**config.mk**
```make
export PLATFORM = sky130hd
export DESIGN_NAME = prs_outbuf
export DESIGN_NICKNAME = d
export VERILOG_FILES = /design/src/rtl/core/prs_pkg.sv /design/src/rtl/core/prs_outbuf.sv
export SDC_FILE = /design/constraint.sdc
export NUM_CORES = 2
export LEC_CHECK = 0
export BUFFER_PORTS_ARGS = -buffer_cell sky130_fd_sc_hd__buf_2
export CAP_MARGIN = 10
export CORE_MARGIN = 3
export CORE_UTILIZATION = 45
export CTS_CLUSTER_SIZE = 24
export DETAILED_ROUTE_END_ITERATION = 8
export PLACE_DENSITY_LB_ADDON = 0.1
export SLEW_MARGIN = 0
export SYNTH_ARGS = -nofsm -noshare
export SYNTH_HDL_FRONTEND = slang
export SYNTH_SLANG_ARGS = --single-unit
export TNS_END_PERCENT = 30
```
**constraint.sdc**
```tcl
create_clock -name i_clk -period 4.4 [get_ports i_clk]
set_input_delay 0.44 -clock i_clk [delete_from_list [all_inputs] [get_ports i_clk]]
set_output_delay 0.44 -clock i_clk [all_outputs]
set_load 0.05 [all_outputs]
```
**src/rtl/core/prs_pkg.sv**
```systemverilog
// shared types and constants of the polyline resampler
// no dependencies
`timescale 1ns / 1ps

package prs_pkg;

    localparam int X_W       = 24;
    localparam int Y_W       = 16;
    localparam int D_W       = 25;
    localparam int RATIO_W   = 17;
    localparam int MAX_EMITS = 63;
    localparam int CNT_W     = 6;
    localparam int N_W       = 7;
    localparam int BUF_AW    = 6;

    localparam logic [X_W-1:0] SPACING_RESET = 24'd256;
    localparam logic [D_W-1:0] DMAX          = {D_W{1'b1}};

    typedef struct packed {
        logic           first;
        logic           last;
        logic [X_W-1:0] x;
        logic [Y_W-1:0] y;
    } t_item;

    typedef struct packed {
        logic              en;
        logic [BUF_AW-1:0] addr;
        logic [X_W-1:0]    x;
        logic [Y_W-1:0]    y;
    } t_wr;

    typedef struct packed {
        logic           valid;
        logic [N_W-1:0] n;
        logic           trunc;
        logic           mark_last;
    } t_commit;

endpackage

```
**src/rtl/core/prs_outbuf.sv**
```systemverilog
// result buffer of one step and its drain onto the output channel
// depends on prs_pkg
`timescale 1ns / 1ps

module prs_outbuf (
    input  logic             i_clk,
    input  logic             i_rst_n,
    input  prs_pkg::t_wr     i_wr,
    input  prs_pkg::t_commit i_commit,
    output logic             o_busy,
    output logic             o_out_valid,
    input  logic             i_out_ready,
    output logic [23:0]      o_out_x,
    output logic [15:0]      o_out_y,
    output logic             o_out_last,
    output logic             o_truncated
);

    localparam logic [1:0] D_IDLE = 2'd0;
    localparam logic [1:0] D_READ = 2'd1;
    localparam logic [1:0] D_LOAD = 2'd2;
    localparam logic [1:0] D_HOLD = 2'd3;

    logic [39:0] r_mem [64];
    logic [39:0] r_rdata, r_out;
    logic [1:0]  r_st, n_st;
    logic [5:0]  r_idx, n_idx;
    logic [6:0]  r_cnt;
    logic        r_trunc, r_mark;
    logic        at_end;

    assign at_end      = ({1'b0, r_idx} == r_cnt - 7'd1);
    assign o_busy      = (r_st != D_IDLE);
    assign o_out_valid = (r_st == D_HOLD);
    assign o_out_x     = r_out[39:16];
    assign o_out_y     = r_out[15:0];
    assign o_out_last  = r_mark && at_end;
    assign o_truncated = r_trunc;

    always_ff @(posedge i_clk) begin
        if (i_wr.en) r_mem[i_wr.addr] <= {i_wr.x, i_wr.y};
        r_rdata <= r_mem[r_idx];
    end

    always_comb begin
        n_st  = r_st;
        n_idx = r_idx;
        case (r_st)
            D_IDLE: begin
                if (i_commit.valid && i_commit.n != 7'd0) begin
                    n_st  = D_READ;
                    n_idx = '0;
                end
            end
            D_READ: n_st = D_LOAD;
            D_LOAD: n_st = D_HOLD;
            D_HOLD: begin
                if (i_out_ready) begin
                    if (at_end) begin
                        n_st = D_IDLE;
                    end else begin
                        n_st  = D_READ;
                        n_idx = r_idx + 6'd1;
                    end
                end
            end
            default: n_st = D_IDLE;
        endcase
    end

    always_ff @(posedge i_clk) begin
        if (!i_rst_n) begin
            r_st  <= D_IDLE;
            r_idx <= '0;
        end else begin
            r_st  <= n_st;
            r_idx <= n_idx;
        end
    end

    always_ff @(posedge i_clk) begin
        if (r_st == D_IDLE && i_commit.valid) begin
            r_cnt   <= i_commit.n;
            r_trunc <= i_commit.trunc;
            r_mark  <= i_commit.mark_last;
        end
        if (r_st == D_LOAD) r_out <= r_rdata;
    end

endmodule

```
==> results.toml <==
[outcome]
status = "completed"

[global_routing]
grt.met2_usage = 0.416
use_met3 = 0.0394
grt_overflow_total = 0
grtUsageTotal = 0.259
top_usage_layer = "met2"
grt_pass1_vias = 50000
grt_pass1_wl_um = 413000
grt_max_degree = 76
antenna_found_initial = 20
use_met1 = 0.378

[timing]
slew_headroom = 0.181
drv_slew = 0
fin_crit_sh = 0.871
setup_violations = 0
skew_ps = 49.2
holdWs_ps = 89.2
post-route-min-period_ps = 3830
finalWorstSetupSlack_ps = 568
setup-tns-final_ps = 0
hold_violations = 0
tightest_slew_ps = 1230
rsz0062_at_grt = "no"
fmax_ghz = 0.261

[setup_path]
r2r_setup_slack_ps = 1170
reg2reg_depth = 8
crit_required_ps = 3960
r2r-end = "r_rdata[33]"
critPathArrivalTime_ps = 3390
reg2reg_from = "r_idx[1]"
end_kind = "primary output"
critPathKind = "reg -> out"
start_kind = "flop"
worstPathMaxFanout = 52

[placed_design]
io_buffers = 103
dp_cells = 7530
pre_cts_slack_ps = 1210
detailed_place_hpwl_um = 161000
gp_congestion = 0.764

[pwr]
p_comb_frac = 0.045
clkPwrFrac = 0.433
p_sw_mw = 11.3
p_total_mw = 54.2
vdd_ir_drop_max_v = 0.000352
p_sw_frac = 0.209
intPower_mw = 42.9
p_leak_nw = 35.3
powerDensity_nw_per_um2 = 468
p_seq_frac = 0.522

[detailed_routing]
via_per_inst = 6.21
final_antenna_net_count = 0
wl_um = 298000
vias = 50000
firstDrtPassIters = 5
wire_per_inst_um = 37.1
drtIter0Drc = 5777
route.detailed.drc = 0

[clocking]
numClockSinks = 2657
clk_pin_slew_ps = 60
cts_buffers = 298
cts_tree = "yes"
cts_buffer_depth = 4
clock-root-buffer = "clkbuf_16"
h-tree-depth = 5
clk_latency_ps = 920

[floorplan]
die_h_um = 480
die_x_um = 480
die-area_um2 = 230000
rows = 173
pin_count = 104
start_util = 0.454
design.core.area_um2 = 223000

[synth]
syn-num-nets = 4554
yosysWarnings = 0
syn_area_um2 = 101000
ys_seq_elements = 2657
synth_edf_count = 2609
synth_cells = 4488
postSynth.asyncResetShare = 0
ys_seq_area_frac = 0.785
synthFlopType = "edfxtp_1"
synth_cell_types = 64
avgSynthCellArea_um2 = 22.5

[final_layout]
fillCellCount = 17300
fin_nets = 4933
final_common_cell = "edfxtp_1"
layout_common_cells = "2609 x edfxtp_1, 614 x mux4_2, 304 x clkbuf_16"
syn2layout_area_growth_pct = 14.7
drive_gt1_frac = 0.280
final_cells = 8053

[hold_path]
hold-path-cell-count = 4
hp-class = "in -> reg"
min_to = "r_st[0]"
min_from = "i_commit[9]"

[run]
drv_cap = 0
worst max-delay path, stage by stage (launching register included):
cell and delay, ps:
dfxtp_4 880, buf_12 430, xor2_1 190, o211ai_1 120, nor4_2 300, and3_1 240
buf_2 270
registers in the layout, indices dropped and copies added, names as in the netlist:
signal       cells
o_truncated      1
r_cnt            7
r_idx            6
r_mark           1
r_mem         2560
r_out           40
r_rdata         40
r_st             2
kinds of logic (layout without fill, tap and decap cells):
| kind of cell | after synthesis | count (layout) | share of synthesized area |
|---|---|---|---|
| adders and majority gates | 6 | 6 | 0.000743 |
| buffers and inverters | 258 | 843 | 0.0148 |
| and+or+nand+nor | 326 | 326 | 0.0139 |
| DFF | 2657 | 2657 | 0.785 |
| muxes | 846 | 846 | 0.160 |
| AOI/OAI and AO/OA | 389 | 389 | 0.0255 |
| xor gates and xnor gates | 6 | 6 | 0.000520 |
| other | 0 | 5 | 0 |
synthesized netlist by cell type, drive strengths merged (3+ instances only):
cell type  count  area, um^2
a2111oi       12         105
a211o         14         123
a211oi        27         203
a21o           3        22.5
a21oi         81         405
a221oi        13         114
a22oi         19         143
a2bb2oi        3        26.3
a311oi         5        43.8
a31oi          9        56.3
a32oi          3        26.3
a41o           3        30.0
buf          170        1160
clkbuf        77         289
dfxtp         48         961
edfxtp      2609       78300
ha             6        75.1
inv            9        33.8
mux2          22         248
mux2i        210        2100
mux4         614       13800
nand2         92         345
nand2b         7        43.8
nand3         14        70.1
nand3b         5        37.5
nand4          3        18.8
nor2         162         608
nor2b         21         131
nor3           7        35.0
nor4           3        25.0
o211ai         8        60.1
o21ai         83         415
o221ai        40         350
o22ai         43         269
o31ai          9        67.6
o32ai          4        35.0
xnor2          4        35.0
layout make-up:
| class | instances | area (um^2) | share of cell area |
|---|---|---|---|
| Sequential cell | 2657 | 79300 | 0.684 |
| Clock buffer | 419 | 8340 | 0.0719 |
| Timing Repair Buffer | 326 | 2930 | 0.0253 |
| Clock inverter | 87 | 746 | 0.00643 |
| Multi-Input combinational cell | 1573 | 20800 | 0.179 |
| Tap cell | 2975 | 3720 | 0.0321 |
| Inverter | 11 | 52.6 | 0.000453 |
| Antenna cell | 5 | 12.5 | 0.000108 |
how the worst max path moves through the flow:
stage | startpoint | to | slack (ps) | cells after the start
finish | r_idx[1] | o_out_last | 570 | 6
global route | r_idx[1] | o_out_last | 420 | 6
global placement | r_idx[1] | r_rdata[33] | 1170 | 8
detailed placement | r_idx[1] | r_rdata[33] | 1210 | 8
CTS | r_idx[1] | o_out_last | 470 | 6
floorplan | i_wr[43] | r_mem[48][0] | 210 | 4
through the flow:
stage | instance area (um^2) | util
floorplan | 101000 | -
global placement | 107000 | 0.479
detailed placement | 107000 | 0.479
CTS | 116000 | 0.520
global route | 116000 | 0.520
finish | 116000 | 0.521
timing repair:
action | 4_1_cts | 5_1_grt
setup buffers | 0 | 0
resized for setup | 0 | 0
hold buffers | 10 | 1
endpoints found under the hold margin | 13 | 16
layer usage:
| metal | share of wire | vias to the layer above |
|---|---|---|
| met1 | 0.42 | 27800 |
| li1 | - | 19800 |
| met2 | 0.48 | 2036 |
| met3 | 0.069 | 408 |
| met5 | 0.00022 | - |
| met4 | 0.023 | 10 |
power groups by stage:
stage | clock, mW | sequential (mW) | combinational (mW)
after floorplan | 0 | 29.0 | 1.32
after global placement | 0 | 28.8 | 2.47
after detailed placement | 0 | 28.8 | 2.50
after CTS | 23.9 | 28.3 | 2.51
after global routing | 24.9 | 28.3 | 2.64
final | 23.5 | 28.3 | 2.46
No activity file was read; power rests on OpenSTA's default activity.
