===== src/rtl/core/prs_pkg.sv =====
// shared types and constants of the polyline resampler
// no dependencies
`timescale 1ns / 1ps

package prs_pkg;

    localparam int X_W       = 24;
    localparam int Y_W       = 16;
    localparam int D_W       = 25;
    localparam int RATIO_W   = 17;
    localparam int MAX_EMITS = 63;
    localparam int CNT_W     = 6;
    localparam int N_W       = 7;
    localparam int BUF_AW    = 6;

    localparam logic [X_W-1:0] SPACING_RESET = 24'd256;
    localparam logic [D_W-1:0] DMAX          = {D_W{1'b1}};

    typedef struct packed {
        logic           first;
        logic           last;
        logic [X_W-1:0] x;
        logic [Y_W-1:0] y;
    } t_item;

    typedef struct packed {
        logic              en;
        logic [BUF_AW-1:0] addr;
        logic [X_W-1:0]    x;
        logic [Y_W-1:0]    y;
    } t_wr;

    typedef struct packed {
        logic           valid;
        logic [N_W-1:0] n;
        logic           trunc;
        logic           mark_last;
    } t_commit;

endpackage


===== src/rtl/core/prs_engine.sv =====
// back part: segment walk with iterative square root and divider
// depends on prs_pkg
`timescale 1ns / 1ps

module prs_engine (
    input  logic                i_clk,
    input  logic                i_rst_n,
    input  prs_pkg::t_item      i_item,
    input  logic                i_item_valid,
    output logic                o_item_pop,
    input  logic [23:0]         i_spacing,
    input  logic                i_buf_busy,
    output prs_pkg::t_wr        o_wr,
    output prs_pkg::t_commit    o_commit
);

    localparam logic [3:0] E_IDLE = 4'd0;
    localparam logic [3:0] E_DX   = 4'd1;
    localparam logic [3:0] E_DY   = 4'd2;
    localparam logic [3:0] E_SQ   = 4'd3;
    localparam logic [3:0] E_CHK  = 4'd4;
    localparam logic [3:0] E_DIV  = 4'd5;
    localparam logic [3:0] E_MX   = 4'd6;
    localparam logic [3:0] E_AX   = 4'd7;
    localparam logic [3:0] E_MY   = 4'd8;
    localparam logic [3:0] E_AY   = 4'd9;
    localparam logic [3:0] E_END  = 4'd10;

    logic [3:0]  r_st, n_st;
    logic [23:0] r_px, r_cx, r_emx, r_nx;
    logic [15:0] r_py, r_cy, r_emy;
    logic        r_last;
    logic [24:0] r_carry, r_acc, r_seg;
    logic [5:0]  r_cnt;
    logic [6:0]  r_n;
    logic [48:0] r_sq;
    logic [49:0] r_rad;
    logic [24:0] r_root;
    logic [27:0] r_rem;
    logic [4:0]  r_it;
    logic [25:0] r_dr;
    logic [16:0] r_dsh, r_q;
    logic [40:0] r_prod;

    logic [23:0] dxabs;
    logic [15:0] dyabs;
    logic        x_up, y_up;
    logic [27:0] rem_sh, trial;
    logic [25:0] dv_t, sum;
    logic [23:0] rem_sp;
    logic [41:0] prod_rnd;
    logic [23:0] lerp_x;
    logic [15:0] lerp_y;
    logic        due, ep_diff;

    assign x_up     = (r_cx >= r_px);
    assign y_up     = (r_cy >= r_py);
    assign dxabs    = x_up ? r_cx - r_px : r_px - r_cx;
    assign dyabs    = y_up ? r_cy - r_py : r_py - r_cy;
    assign rem_sh   = {r_rem[25:0], r_rad[49:48]};
    assign trial    = {1'b0, r_root, 2'b01};
    assign dv_t     = {r_dr[24:0], r_dsh[16]};
    assign sum      = {1'b0, r_acc} + {1'b0, r_seg};
    assign due      = (i_spacing != 24'd0) && (sum >= {2'b00, i_spacing});
    assign rem_sp   = ({1'b0, i_spacing} > r_acc) ? i_spacing - r_acc[23:0] : 24'd0;
    assign prod_rnd = {1'b0, r_prod} + 42'd65535;
    // floor toward minus infinity on a falling axis
    assign lerp_x   = x_up ? r_px + r_prod[39:16] : r_px - prod_rnd[39:16];
    assign lerp_y   = y_up ? r_py + r_prod[31:16] : r_py - prod_rnd[31:16];
    assign ep_diff  = (r_emx != r_cx) || (r_emy != r_cy);

    assign o_item_pop = (r_st == E_IDLE) && i_item_valid && !i_buf_busy;

    always_comb begin
        n_st     = r_st;
        o_wr     = '{en: 1'b0, addr: r_n[5:0], x: r_nx, y: lerp_y};
        o_commit = '{valid: 1'b0, n: r_n, trunc: 1'b0, mark_last: 1'b0};
        case (r_st)
            E_IDLE: begin
                if (o_item_pop) begin
                    if (i_item.first) begin
                        o_wr     = '{en: 1'b1, addr: '0, x: i_item.x, y: i_item.y};
                        o_commit = '{valid: 1'b1, n: 7'd1, trunc: 1'b0, mark_last: 1'b0};
                    end else begin
                        n_st = E_DX;
                    end
                end
            end
            E_DX:  n_st = E_DY;
            E_DY:  n_st = E_SQ;
            E_SQ:  if (r_it == 5'd24) n_st = E_CHK;
            E_CHK: begin
                if (!due || r_cnt == 6'(prs_pkg::MAX_EMITS)) n_st = E_END;
                else if (r_seg == 25'd0) n_st = E_MX;
                else n_st = E_DIV;
            end
            E_DIV: if (r_it == 5'd16) n_st = E_MX;
            E_MX:  n_st = E_AX;
            E_AX:  n_st = E_MY;
            E_MY:  n_st = E_AY;
            E_AY: begin
                o_wr.en = 1'b1;
                n_st    = E_DX;
            end
            E_END: begin
                o_commit.valid = 1'b1;
                o_commit.trunc = due;
                n_st           = E_IDLE;
                if (r_last) begin
                    o_commit.mark_last = 1'b1;
                    if (ep_diff) begin
                        o_wr       = '{en: 1'b1, addr: r_n[5:0], x: r_cx, y: r_cy};
                        o_commit.n = r_n + 7'd1;
                    end
                end
            end
            default: n_st = E_IDLE;
        endcase
    end

    always_ff @(posedge i_clk) begin
        if (!i_rst_n) begin
            r_st    <= E_IDLE;
            r_carry <= '0;
            r_emx   <= '0;
            r_emy   <= '0;
            r_px    <= '0;
            r_py    <= '0;
        end else begin
            r_st <= n_st;
            case (r_st)
                E_IDLE: begin
                    if (o_item_pop) begin
                        r_cx   <= i_item.x;
                        r_cy   <= i_item.y;
                        r_last <= i_item.last;
                        r_acc  <= r_carry;
                        r_cnt  <= '0;
                        r_n    <= '0;
                        if (i_item.first) begin
                            r_px    <= i_item.x;
                            r_py    <= i_item.y;
                            r_emx   <= i_item.x;
                            r_emy   <= i_item.y;
                            r_carry <= '0;
                        end
                    end
                end
                E_DX: r_sq <= {25'd0, dxabs} * {25'd0, dxabs};
                E_DY: begin
                    r_rad  <= {1'b0, r_sq + {17'd0, 32'(dyabs) * 32'(dyabs)}};
                    r_root <= '0;
                    r_rem  <= '0;
                    r_it   <= '0;
                end
                E_SQ: begin
                    r_rad <= {r_rad[47:0], 2'b00};
                    r_it  <= r_it + 5'd1;
                    if (rem_sh >= trial) begin
                        r_rem  <= rem_sh - trial;
                        r_root <= {r_root[23:0], 1'b1};
                    end else begin
                        r_rem  <= rem_sh;
                        r_root <= {r_root[23:0], 1'b0};
                    end
                    if (r_it == 5'd24) r_seg <= (rem_sh >= trial) ? {r_root[23:0], 1'b1}
                                                                  : {r_root[23:0], 1'b0};
                end
                E_CHK: begin
                    r_dr  <= {3'd0, rem_sp[23:1]};
                    r_dsh <= {rem_sp[0], 16'd0};
                    r_q   <= '0;
                    r_it  <= '0;
                end
                E_DIV: begin
                    r_dsh <= {r_dsh[15:0], 1'b0};
                    r_it  <= r_it + 5'd1;
                    if (dv_t >= {1'b0, r_seg}) begin
                        r_dr <= dv_t - {1'b0, r_seg};
                        r_q  <= {r_q[15:0], 1'b1};
                    end else begin
                        r_dr <= dv_t;
                        r_q  <= {r_q[15:0], 1'b0};
                    end
                end
                E_MX: r_prod <= r_q * dxabs;
                E_AX: r_nx   <= lerp_x;
                E_MY: r_prod <= r_q * {8'd0, dyabs};
                E_AY: begin
                    r_px  <= r_nx;
                    r_py  <= lerp_y;
                    r_emx <= r_nx;
                    r_emy <= lerp_y;
                    r_n   <= r_n + 7'd1;
                    r_cnt <= r_cnt + 6'd1;
                    r_acc <= '0;
                end
                E_END: begin
                    r_px <= r_cx;
                    r_py <= r_cy;
                    if (r_last) begin
                        r_carry <= '0;
                        if (ep_diff) begin
                            r_emx <= r_cx;
                            r_emy <= r_cy;
                        end
                    end else begin
                        r_carry <= sum[25] ? prs_pkg::DMAX : sum[24:0];
                    end
                end
                default: ;
            endcase
        end
    end

endmodule


===== config.mk =====
export PLATFORM = sky130hd
export DESIGN_NAME = prs_engine
export DESIGN_NICKNAME = d
export VERILOG_FILES = /design/src/rtl/core/prs_pkg.sv /design/src/rtl/core/prs_engine.sv
export SDC_FILE = /design/constraint.sdc
export NUM_CORES = 2
export LEC_CHECK = 0
export BUFFER_PORTS_ARGS = -buffer_cell sky130_fd_sc_hd__buf_2
export CAP_MARGIN = 20
export CORE_MARGIN = 2
export CORE_UTILIZATION = 60
export DETAILED_ROUTE_END_ITERATION = 10
export PLACE_DENSITY = 0.89
export SKIP_LAST_GASP = 1
export SLEW_MARGIN = 20
export SYNTH_ARGS = -nofsm -noshare
export SYNTH_HDL_FRONTEND = slang
export SYNTH_SLANG_ARGS = --single-unit
export TNS_END_PERCENT = 1

===== constraint.sdc =====
create_clock -name i_clk -period 28.6 [get_ports i_clk]
set_clock_uncertainty 0.15 [all_clocks]
set_input_delay 2.86 -clock i_clk [delete_from_list [all_inputs] [get_ports i_clk]]
set_output_delay 2.86 -clock i_clk [all_outputs]
set_load 0.01 [all_outputs]

==> summary.md <==
| Metric | Value |
|---|---|
| Vias per cell | `6.09` |
| Slew Limit Fails | `0` |
| Share of cells above drive strength 1 | `0.0557` |
| Fin util | `0.640` |
| GPL Wtd Cong | `0.976` |
| Synth unique cells | `101` |
| IO Port Bufs | `127` |
| Post-synthesis sequential area ratio | `0.170` |
| Core box area | `0.128 mm^2` |
| Reg clk slew, reported paths | `0.07 ns` |
| Clk root buf | `clkbuf_16` |
| Vias in the first global route | `66.3k` |
| Ys Warns | `0` |
| Syn_nets | `10.6k` |
| Required time worst endpoint | `28.87 ns` |
| Top_reg_cell synth | `edfxtp_1` |
| Io pins | `128` |
| Clock buffer depth | `3` |
| FF+latch count, synth | `473` |
| Slew margin rel. | `0.187` |
| Std-Cell Rows | `131` |
| Hold Crit Class | `flop to flop` |
| Critical Path Slowest Stage Cell | `a31oi_4` |
| Worst-skew pair later-pin latency | `0.68 ns` |
| Fin. Hold Viols | `0` |
| Critical Path Start | `r_cx[0]$_DFFE_PP_` |
| R2R Path Start | `r_cx[0]$_DFFE_PP_` |
| Ys async rst share | `0` |
| Die area | `0.132 mm^2` |
| Syn-to-layout area delta | `5.80%` |
| Total CTS buffers | `56` |
| Sink Count | `473` |
| Resized cells post-CTS | `0` |
| Post-Syn Instances | `8597` |
| Post-synth EDFFs | `364` |
| Layout net count | `10.5k` |
| CTS tree | `built` |
| Fin crit share | `0.450` |
| Run status | `complete, no violations` |
| Critical Path Fanout Max | `36` |
| Setup violators final | `0` |
| Hold slack | `0.296 ns` |
| Commonest non-fill, non-tap cell in the layout | `inv_1` |
| Die width | `363 um` |
| First-pass GRT wire length | `350000 um` |
| Via count | `62.4k` |
| Antenna violations before repair | `10` |
| Total gr overflow | `0` |
| Die height | `363 um` |
| Most frequent cells in the layout | `inv_1, fa_1, nand2_1` |
| Pin count of the biggest net entering global routing | `77` |
| GRT Util Overall | `0.337` |
| Largest stage delay, worst path | `0.89 ns` |
| Min cycle time layout | `12.88 ns` |
| Setup TNS | `0 ns` |
| CTS Hold Bufs | `0` |
| Hold wc startpoint | `r_carry[7]$_SDFFE_PN0P_` |
| Fmax | `77.6 MHz` |
| Cell Area, Synth | `0.0772 mm^2` |
| Post-route ant nets | `0` |
| Avg Synthesized Cell Area | `8.98 um^2` |
| Routed wire per std cell | `21.3 um` |
| DRC | `0` |
| Routed wire length | `218000 um` |
| Max capacitance violation total | `0` |
| RSZ-0062 raised after global routing | `false` |
| Worst Setup End Kind | `flop` |
| Critical Path AT | `13.15 ns` |
| Drt pass-1 iters | `6` |
| Starting density of the core | `0.605` |
| Worst Tran Pin Value | `1.21 ns` |
| CTS H-Tree Depth | `2` |
| CP startpoint kind | `flop` |
| Synth area leader | `fa_1` |
| Ranking of synthesized cells by area | `fa_1, edfxtp_1, ha_1, inv_1, nand2_1` |
| Setup CP Type | `flop to flop` |
| Setup Buffers After CTS | `0` |
| DRT iter0 DRCs | `6121` |
| Post-synth top area share | `0.301` |
| DP HPWL | `167000 um` |
[flip-flops by register name, indices dropped and copies added, names as in the netlist, 25 cells and up]
| signal | count |
|---|---|
| r_dr | 25 |
| r_acc | 25 |
| r_sq | 47 |
| r_rem | 26 |
| r_seg | 25 |
| r_rad | 50 |
| r_carry | 25 |
| r_root | 25 |
| r_prod | 40 |
[metal layers]
metal  part of all wire  GRT usage  vias up
met2               0.47      0.552     3523
met4              0.067      0.190       10
met1               0.36      0.411    30700
li1                   -          -    27200
met5            0.00025          0        -
met3               0.11     0.0788     1021
[worst max-delay path, delay by kind of cell, from the launching register on]
family / cells / cell delay [ns]
fa+ha+maj: 9 / 4.12
compound gates: 11 / 3.69
buf+inv: 10 / 2.18
simple gates: 7 / 1.25
flops: 1 / 0.48
xor+xnor: 2 / 0.47
mux: 1 / 0.23
[cell usage after synthesis, drive strengths merged, types with 37 or more instances]
cell and number:
nor2b 59, a21oi 359, o21ai 267, edfxtp 364, buf 63, nand2b 46, a31oi 37, dfxtp 109
a22oi 65, nor3 78, nand3 79, clkbuf 291, nand2 1074, a21o 144, xor2 149, o21a 38
o21bai 51, inv 1772, a211oi 51, and3 39, nor2 481, nand4 47, mux2i 54, o211a 37
ha 738, xnor2 243, and2 304, fa 1162
[per-stage QoR]
stage               setup slack [ns]  std cells  instance area [um^2]
CTS                            15.91      10200                 81700
finish                         15.72      10200                 81700
detailed placement             15.96      10100                 79700
global route                   15.02      10200                 81700
floorplan                      18.49       8597                 77200
global placement               16.15      10100                 79700
[cell type report]
type                       instances  area, um^2
timing repair buffer             232        1440
fill                            9815       46000
inverter                        1777        6670
clock inverter                    40         528
clock buffer                      64        1490
multi-input combinational       5993       56400
antenna                            3        7.51
tap                             1662        2080
sequential                       473       13100
[logic make-up after synthesis]
| kind of cell | synth area share |
|---|---|
| compound gates | 0.113 |
| xor+xnor | 0.0452 |
| fa+ha+maj | 0.421 |
| buf+inv | 0.105 |
| flops | 0.170 |
| mux | 0.00928 |
| other cells | 0.0000486 |
| simple gates | 0.138 |
[worst paths after layout]
kind / end / slack, ns / cells past startpoint
setup reg to reg: r_sq[47]$_DFFE_PP_ / 15.72 / 40
hold / removal: r_carry[7]$_SDFFE_PN0P_ / 0.30 / 2
setup / recovery: r_sq[47]$_DFFE_PP_ / 15.72 / 40
hold reg to reg: r_carry[7]$_SDFFE_PN0P_ / 0.30 / 2
Power is not shown: default switching activity piles up to over one toggle a cycle in this logic, so the estimate is an artifact.
