### config.mk
export PLATFORM = sky130hd
export DESIGN_NAME = prs_front
export DESIGN_NICKNAME = d
export VERILOG_FILES = /design/src/rtl/core/prs_pkg.sv /design/src/rtl/core/prs_front.sv
export SDC_FILE = /design/constraint.sdc
export NUM_CORES = 1
export LEC_CHECK = 0
export ABC_AREA = 1
export BUFFER_PORTS_ARGS = -buffer_cell sky130_fd_sc_hd__buf_2
export CORE_MARGIN = 4
export CORE_UTILIZATION = 55
export CTS_CLUSTER_SIZE = 12
export DETAILED_ROUTE_END_ITERATION = 8
export PLACE_DENSITY_LB_ADDON = 0.05
export SLEW_MARGIN = 20
export SYNTH_ARGS = -nofsm -noshare
export SYNTH_HDL_FRONTEND = slang
export SYNTH_SLANG_ARGS = --single-unit
export TNS_END_PERCENT = 1
### constraint.sdc
create_clock -name i_clk -period 7.2 [get_ports i_clk]
set_input_delay 1.44 -clock i_clk [delete_from_list [all_inputs] [get_ports i_clk]]
set_output_delay 1.44 -clock i_clk [all_outputs]
set_load 0.05 [all_outputs]
### src/rtl/core/prs_pkg.sv
// shared types and constants of the polyline resampler
// no dependencies
`timescale 1ns / 1ps

package prs_pkg;

    localparam int X_W       = 24;
    localparam int Y_W       = 16;
    localparam int D_W       = 25;
    localparam int RATIO_W   = 17;
    localparam int MAX_EMITS = 63;
    localparam int CNT_W     = 6;
    localparam int N_W       = 7;
    localparam int BUF_AW    = 6;

    localparam logic [X_W-1:0] SPACING_RESET = 24'd256;
    localparam logic [D_W-1:0] DMAX          = {D_W{1'b1}};

    typedef struct packed {
        logic           first;
        logic           last;
        logic [X_W-1:0] x;
        logic [Y_W-1:0] y;
    } t_item;

    typedef struct packed {
        logic              en;
        logic [BUF_AW-1:0] addr;
        logic [X_W-1:0]    x;
        logic [Y_W-1:0]    y;
    } t_wr;

    typedef struct packed {
        logic           valid;
        logic [N_W-1:0] n;
        logic           trunc;
        logic           mark_last;
    } t_commit;

endpackage

### src/rtl/core/prs_front.sv
// front part: input transfer, path tracking and the two-entry item queue
// depends on prs_pkg
`timescale 1ns / 1ps

module prs_front (
    input  logic           i_clk,
    input  logic           i_rst_n,
    input  logic           i_in_valid,
    output logic           o_in_ready,
    input  logic [23:0]    i_in_x,
    input  logic [15:0]    i_in_y,
    input  logic           i_in_last,
    output prs_pkg::t_item o_item,
    output logic           o_item_valid,
    input  logic           i_item_pop
);

    prs_pkg::t_item r_q [2];
    logic           r_wp, n_wp, r_rp, n_rp;
    logic [1:0]     r_cnt, n_cnt;
    logic           r_started, n_started;
    logic           acc, push;

    assign o_in_ready   = (r_cnt != 2'd2);
    assign acc          = i_in_valid && o_in_ready;
    // a lone final vertex outside a path has no effect at all
    assign push         = acc && (r_started || !i_in_last);
    assign o_item_valid = (r_cnt != 2'd0);
    assign o_item       = r_q[r_rp];

    always_comb begin
        n_started = r_started;
        if (acc) begin
            if (!r_started) n_started = !i_in_last;
            else if (i_in_last) n_started = 1'b0;
        end
        n_wp  = push ? !r_wp : r_wp;
        n_rp  = i_item_pop ? !r_rp : r_rp;
        n_cnt = r_cnt + {1'b0, push} - {1'b0, i_item_pop};
    end

    always_ff @(posedge i_clk) begin
        if (!i_rst_n) begin
            r_started <= 1'b0;
            r_wp      <= 1'b0;
            r_rp      <= 1'b0;
            r_cnt     <= 2'd0;
        end else begin
            r_started <= n_started;
            r_wp      <= n_wp;
            r_rp      <= n_rp;
            r_cnt     <= n_cnt;
        end
    end

    always_ff @(posedge i_clk) begin
        if (push) begin
            r_q[r_wp] <= '{first: !r_started, last: i_in_last, x: i_in_x, y: i_in_y};
        end
    end

endmodule

==> results.env, run 1 <==
MAXIMUM_NUMBER_OF_PINS_ON_ONE_NET_BEFORE_GLOBAL_ROUTE_REPAIR=43
WORSTHOLDSTART='r_started$_SDFFE_PN0P_'
R2R.WORST_PATH.CELLS=5
SYN_INST=170
TRITONCTS_CLOCK_TREE='yes'
SYNTH_NETS=217
FINAL_SKEW_NS=0.0105
HOLD_WS_NS=0.505
NUMCTSBUFFERS=9
DRT_FIRST_ITER_VIOLATIONS=62
TIMING.SETUP.TNS_NS=0
POWER_mW=1.22
PATH_MAX_FANOUT=36
COMB_POWER_SHARE=0.188
FRACTION_OF_FINAL_LAYOUT_CELLS_SIZED_BEYOND_DRIVE_STRENGTH_1=0.550
GRT_SETUP_UNREPAIRED='no'
POST_SYNTH.CELL_AREA_AVG_UM2=20.7
DRTANTENNAVIOLNETS=0
IRDROPWORSTVDD_uV=189
ROOT_BUFFER='clkbuf_8'
CLOCK_TREE.HTREE_LEVEL_COUNT=3
GRT_ANTENNA_BEFORE_REPAIR=0
POST_CTS_SETUP_BUFFER_COUNT=0
LAYOUT_COMMONEST_CELL='buf_2'
YOSYS_REGISTER_BITS=90
WL_PER_CELL_UM=15.6
CP_TOP_FAMILY='buffers and inverters'
DRV_SLEW=0
FINALCRITPERIODSHARE=0.479
WIRE_LENGTH_OF_THE_FIRST_GLOBAL_ROUTING_PASS_UM=8290
TOP_LEVEL_PORTS=89
CTS_REPAIR_RESIZE_COUNT=0
SETUP.WORST_PATH.START_CLASS='flop'
REGTOREGSTARTPOINT='r_cnt[0]$_SDFF_PN0_'
P_CLK_FRAC=0.299
FINISH.CELL_COUNT_WITHOUT_FILLERS=346
DETAILEDPLACEMENTHPWL_UM=3620
TIMING_HOLD_VIOLATIONS_FINAL=0
RR_ENDPOINT='r_q[0][30]$_DFFE_PP_'
DRC_ERRORS=0
ANTENNADIODECOUNT=0
RUN_STATUS='finished, final reports clean'
HOLD_BUFFERS=0
LAYOUT_AREA_OVERHEAD_PCT=19.4
CTS.SINK_COUNT=90
SWSHARE=0.269
GRT_USE_TOTAL=0.149
CRIT_BUF_INV=2
POWER.SWITCHING_mW=0.327
HOLD-PATH-ENDPOINT='r_started$_SDFFE_PN0P_'
CP_CELL_SEQUENCE='buf_4 -> mux2_2 -> buf_2'
WORST_HOLD_PATH_TYPE='flop to flop'
GRT_REMAINING_OVERFLOW=0
FINAL_GP_CONGESTION=0.706
DIE_H_UM=87.9
FLOP_PWR_SHARE=0.513
VIAS_IN_THE_FIRST_GLOBAL_ROUTE=1832
YOSYSSEQAREASHARE=0.752
CLK_LATENCY_NS=0.34
PLACE_INST=330
DETAILEDROUTE.FIRSTPASSITERATIONCOUNT=4
INITIAL_UTILIZATION=0.579
YS_TYPES=15
CAP_VIOLATIONS=0
TIMING.CRITICAL_PATH.REQUIRED_NS=5.76
FINAL_NETS=313
CLOCK_TREE.BUFFER_DEPTH=2
LAYOUT_MIN_CYCLE_TIME_NS=3.45
ROWS=28
WORST_EP_ARRIVAL_TIME_NS=2.01
INTPOWER_mW=0.890
YOSYS_WARNINGS=0
MOST-COMMON-LAYOUT-CELLS='88 x buf_2, 84 x edfxtp_1, 40 x mux2_4'
CRITPATHKIND='flop to primary output'
SLOWEST_DELAY_NS=0.58
DIE_FOOTPRINT_UM2=7730
WORST_PIN_SLEW_NS=0.906
TIMING.HOLD.WORST_PATH_DEPTH=2
POWER.STATIC_LEAKAGE_nW=1.70
TIMING.CRITICAL_PATH.TO_TYPE='primary output'
POWER_DENSITY_nW_PER_UM2=290
FMAX_GHz=0.290
CORE_UM2=6060
SLEW_HEADROOM=0.395
WL_UM=5410
IO_BUFFER_COUNT=88
REGTOREGSETUPSLACK_NS=5.35
DIE_WIDTH_UM=87.9
SETUP_VIOLATIONS=0
VIA_COUNT=1721
VIA_PER_INST=4.97
WORST_PATH_MAX_DELAY_CELL='buf_4'
CLOCK_PIN_TRANSITION_ON_THE_WORST_SETUP_AND_HOLD_TIMING_PATHS_NS=0.08
SYNTH.CELL_AREA_UM2=3510
==> area by class of cell <==
class                      count  area (um^2)
fill                         411         1870
tap                           75         93.8
clock buffer                  13          149
multi-input combinational     68          759
inverter                       7         26.3
sequential                    90         2640
clock inverter                 3         65.1
timing repair buffer          90          455
==> metrics by stage <==
stage	util	cell area (um^2)	setup slack [ns]
finish	0.692	4190	3.75
global route	0.692	4190	3.62
CTS	0.692	4190	3.71
detailed placement	0.656	3980	4.10
global placement	0.656	3980	4.11
floorplan	-	3510	3.32
==> per-layer routing <==
layer / track usage / vias to the layer above / routed length (um)
li1: - / 833 / -
met1: 0.169 / 827 / 2080
met2: 0.264 / 50 / 2900
met3: 0.0301 / 11 / 323
met4: 0.0795 / 0 / 107
met5: 0 / - / 0
==> synth_stat cells <==
master / n / share of area
mux2_4: 40 / 0.17
mux2_2: 2 / 0.0064
buf_12: 4 / 0.023
a21oi_1: 1 / 0.0014
nand2_1: 10 / 0.011
nor2_1: 8 / 0.0086
buf_6: 1 / 0.0032
or2_2: 1 / 0.0018
nand4_1: 1 / 0.0018
edfxtp_1: 84 / 0.72
inv_1: 7 / 0.0075
xor2_1: 1 / 0.0025
ha_1: 2 / 0.0071
nand3_1: 2 / 0.0029
dfxtp_1: 6 / 0.034
==> worst register-to-register path, cell delays in order, from the launching register on <==
cell and delay [ns]:
dfxtp_1 0.36, inv_1 0.05, nand2_1 0.14, nand3_1 0.21
nor2_4 0.24, buf_4 0.47
==> kinds of logic after synthesis <==
| logic type | Yosys count | share of synthesized area |
|---|---|---|
| xor+xnor | 1 | 0.00249 |
| compound gates | 1 | 0.00142 |
| flops | 90 | 0.752 |
| simple gates | 22 | 0.0257 |
| fa+ha+maj | 2 | 0.00712 |
| mux | 42 | 0.177 |
| buf+inv | 12 | 0.0335 |
==> worst max-delay path by stage <==
stage	from	to	slack, ns	depth (start not counted)
after floorplan	i_in_last	r_q[0][0]$_DFFE_PP_	3.32	3
after global placement	flop	o_item[41]	4.11	3
after detailed placement	flop	o_item[41]	4.10	3
after CTS	flop	o_item[41]	3.71	3
after global routing	flop	o_item[41]	3.62	3
final	flop	o_item[41]	3.75	3
==> flip-flops by register name, indices dropped and copies added (netlist names), named ones only <==
| signal | flops |
|---|---|
| r_rp | 1 |
| r_q | 84 |
| r_wp | 1 |
| r_started | 1 |
| r_cnt | 2 |
==> power groups by stage <==
stage | clock network (mW) | registers, mW | logic (mW)
floorplan | 0 | 0.633 | 0.189
global placement | 0 | 0.635 | 0.229
detailed placement | 0 | 0.637 | 0.232
CTS | 0.373 | 0.625 | 0.232
global route | 0.399 | 0.628 | 0.243
finish | 0.364 | 0.624 | 0.230
Note: power is estimated with default switching activity, not from simulation.
==> run 2, diff against run 1 <==
Settings changed: CORE_UTILIZATION 55 to 47.
Clock period 7.2 ns to 3 ns, I/O delays scaled along.
==> run 2 against run 1 <==
  * Flip-flop and latch count did not move
  * Cell count grew 8.4%
  * Worst hold slack lost 0.055 ns
  * Sequential share of layout area down 1.4 points
  * Critical path depth is the same
  * Die area rose by 15%
  * Count of clock-buffer cells in the layout shrank 1
  * Sequential power rose by 140%
  * Largest cell class unchanged
  * Largest power group unchanged
==> results.env, run 2 (synthesis gave the netlist of run 1 again) <==
IRDROPWORSTVDD_uV=391
TRITONCTS_CLOCK_TREE='yes'
SLOWEST_DELAY_NS=0.48
LAYOUT_MIN_CYCLE_TIME_NS=2.27
GRT_USE_MET2=0.220
TIMING.HOLD.WORST_PATH_DEPTH=1
MOST-COMMON-LAYOUT-CELLS='88 x buf_2, 84 x edfxtp_1, 40 x mux2_4'
POST_CTS_SETUP_BUFFER_COUNT=0
WORST_PATH_MAX_DELAY_CELL='dfxtp_2'
DETAILEDPLACEMENTHPWL_UM=4060
CAP_VIOLATIONS=0
SETUP_VIOLATIONS=0
ROOT_BUFFER='clkbuf_8'
GRT.BUSIEST_LAYER='met2'
DETAILEDROUTE.FIRSTPASSITERATIONCOUNT=4
FINAL_NETS=318
IO_BUFFER_COUNT=88
CLOCK_TREE.HTREE_LEVEL_COUNT=3
DP_WORST_SETUP_SLACK_NS=0.884
COMB_POWER_SHARE=0.191
INTPOWER_mW=2.17
ANTENNADIODECOUNT=0
REGTOREGSTARTPOINT='r_cnt[0]$_SDFF_PN0_'
VIA_COUNT=1747
VIA_PER_INST=4.66
FRACTION_OF_FINAL_LAYOUT_CELLS_SIZED_BEYOND_DRIVE_STRENGTH_1=0.565
REGTOREGSETUPSLACK_NS=1.20
PATH_MAX_FANOUT=12
FINALCRITPERIODSHARE=0.757
GRT_SETUP_UNREPAIRED='no'
CP_CELL_SEQUENCE='buf_4 -> mux2_4 -> buf_2'
SWSHARE=0.266
HOLD-PATH-ENDPOINT='r_q[1][16]$_DFFE_PP_'
HOLD_BUFFERS=0
LAYOUT_COMMONEST_CELL='buf_2'
REGISTERS.TOP_BY_FF_COUNT='r_q'
WL_PER_CELL_UM=14.9
WORST_PIN_SLEW_NS=0.530
SETUP_SLACK_NS=0.730
FINAL_SKEW_NS=0.00682
R2R.WORST_PATH.CELLS=5
SLEW_HEADROOM=0.646
FLOP_PWR_SHARE=0.507
CLK_LATENCY_NS=0.33
GRT_ANTENNA_BEFORE_REPAIR=0
WORSTHOLDSTART='i_in_x[0]'
DIE_FOOTPRINT_UM2=8920
TIMING.CRITICAL_PATH.TO_TYPE='primary output'
LARGEST_REGISTER_FFS=84
VIAS_IN_THE_FIRST_GLOBAL_ROUTE=1697
POST_DP_CELL_AREA_UM2=4060
DRV_SLEW=0
FMAX_GHz=0.441
RR_ENDPOINT='r_q[0][30]$_DFFE_PP_'
MAXIMUM_NUMBER_OF_PINS_ON_ONE_NET_BEFORE_GLOBAL_ROUTE_REPAIR=25
TIMING.SETUP.TNS_NS=0
WL_UM=5590
DRT_FIRST_ITER_VIOLATIONS=77
CORE_UM2=7250
TIMING_HOLD_VIOLATIONS_FINAL=0
NUMCTSBUFFERS=9
INITIAL_UTILIZATION=0.484
WORST_HOLD_PATH_TYPE='primary input to flop'
SETUP.WORST_PATH.START_CLASS='flop'
ROWS=31
TIMING.CRITICAL_PATH.REQUIRED_NS=2.40
DIE_H_UM=94.4
GRT_REMAINING_OVERFLOW=0
RUN_STATUS='finished, final reports clean'
POWER.SWITCHING_mW=0.787
POWER_mW=2.95
LAYOUT_AREA_OVERHEAD_PCT=22.1
P_CLK_FRAC=0.302
CLOCK_TREE.BUFFER_DEPTH=2
WORST_EP_ARRIVAL_TIME_NS=1.67
POWER_DENSITY_nW_PER_UM2=689
STDCELL_AREA_UM2=4290
GR-USAGE-MET1=0.153
BIGGESTREGSBYFLOPS='r_q: 84 flops, r_cnt: 2 flops'
DRC_ERRORS=0
CLOCK_PIN_TRANSITION_ON_THE_WORST_SETUP_AND_HOLD_TIMING_PATHS_NS=0.08
WIRE_LENGTH_OF_THE_FIRST_GLOBAL_ROUTING_PASS_UM=8410
CTS_REPAIR_RESIZE_COUNT=0
CTS.SINK_COUNT=90
DRTANTENNAVIOLNETS=0
TOP_LEVEL_PORTS=89
ROUTING_USAGE_ON_MET3=0.0343
CRITPATHKIND='flop to primary output'
FINAL_GP_CONGESTION=0.759
DIE_WIDTH_UM=94.4
POWER.STATIC_LEAKAGE_nW=1.74
GRT_USE_TOTAL=0.128
run 2: stage by stage:
stage	utilization	cells	hold WS (ns)
global placement	0.560	359	0.478
finish	0.591	375	0.450
detailed placement	0.560	359	0.476
global route	0.591	375	0.433
floorplan	-	170	0.452
CTS	0.591	375	0.436
run 2: how the worst max path moves through the flow:
stage | end | cells past startpoint
after floorplan | r_q[0][0]$_DFFE_PP_ | 4
after global placement | r_q[0][27]$_DFFE_PP_ | 5
after detailed placement | r_q[0][23]$_DFFE_PP_ | 5
after CTS | o_item[20] | 3
after global routing | o_item[2] | 3
final | o_item[2] | 3
run 2: layer usage:
layer	share of wire	routed length (um)
met5	0	0
met4	0.010	57
met3	0.063	350
met2	0.52	2920
met1	0.41	2270
run 2: final cells by class:
type                            count  area (um^2)
Clock inverter                      4         73.8
Tap cell                           99          124
Inverter                            7         26.3
Timing Repair Buffer               95          505
Fill cell                         588         2970
Clock buffer                       12          155
Sequential cell                    90         2640
Multi-Input combinational cell     68          759
run 2: critical path: cells and delay by family, from the launching register on:
family                 cells  cell delay [ns]
buffers and inverters      2             0.52
flip-flops                 1             0.48
multiplexers               1             0.33
run 2: power by group through the flow:
stage	Combinational [mW]	Clock [mW]	Sequential, mW
floorplan	0.454	0	1.52
global placement	0.567	0	1.52
detailed placement	0.571	0	1.53
CTS	0.572	0.918	1.50
global route	0.598	0.968	1.51
finish	0.563	0.893	1.50
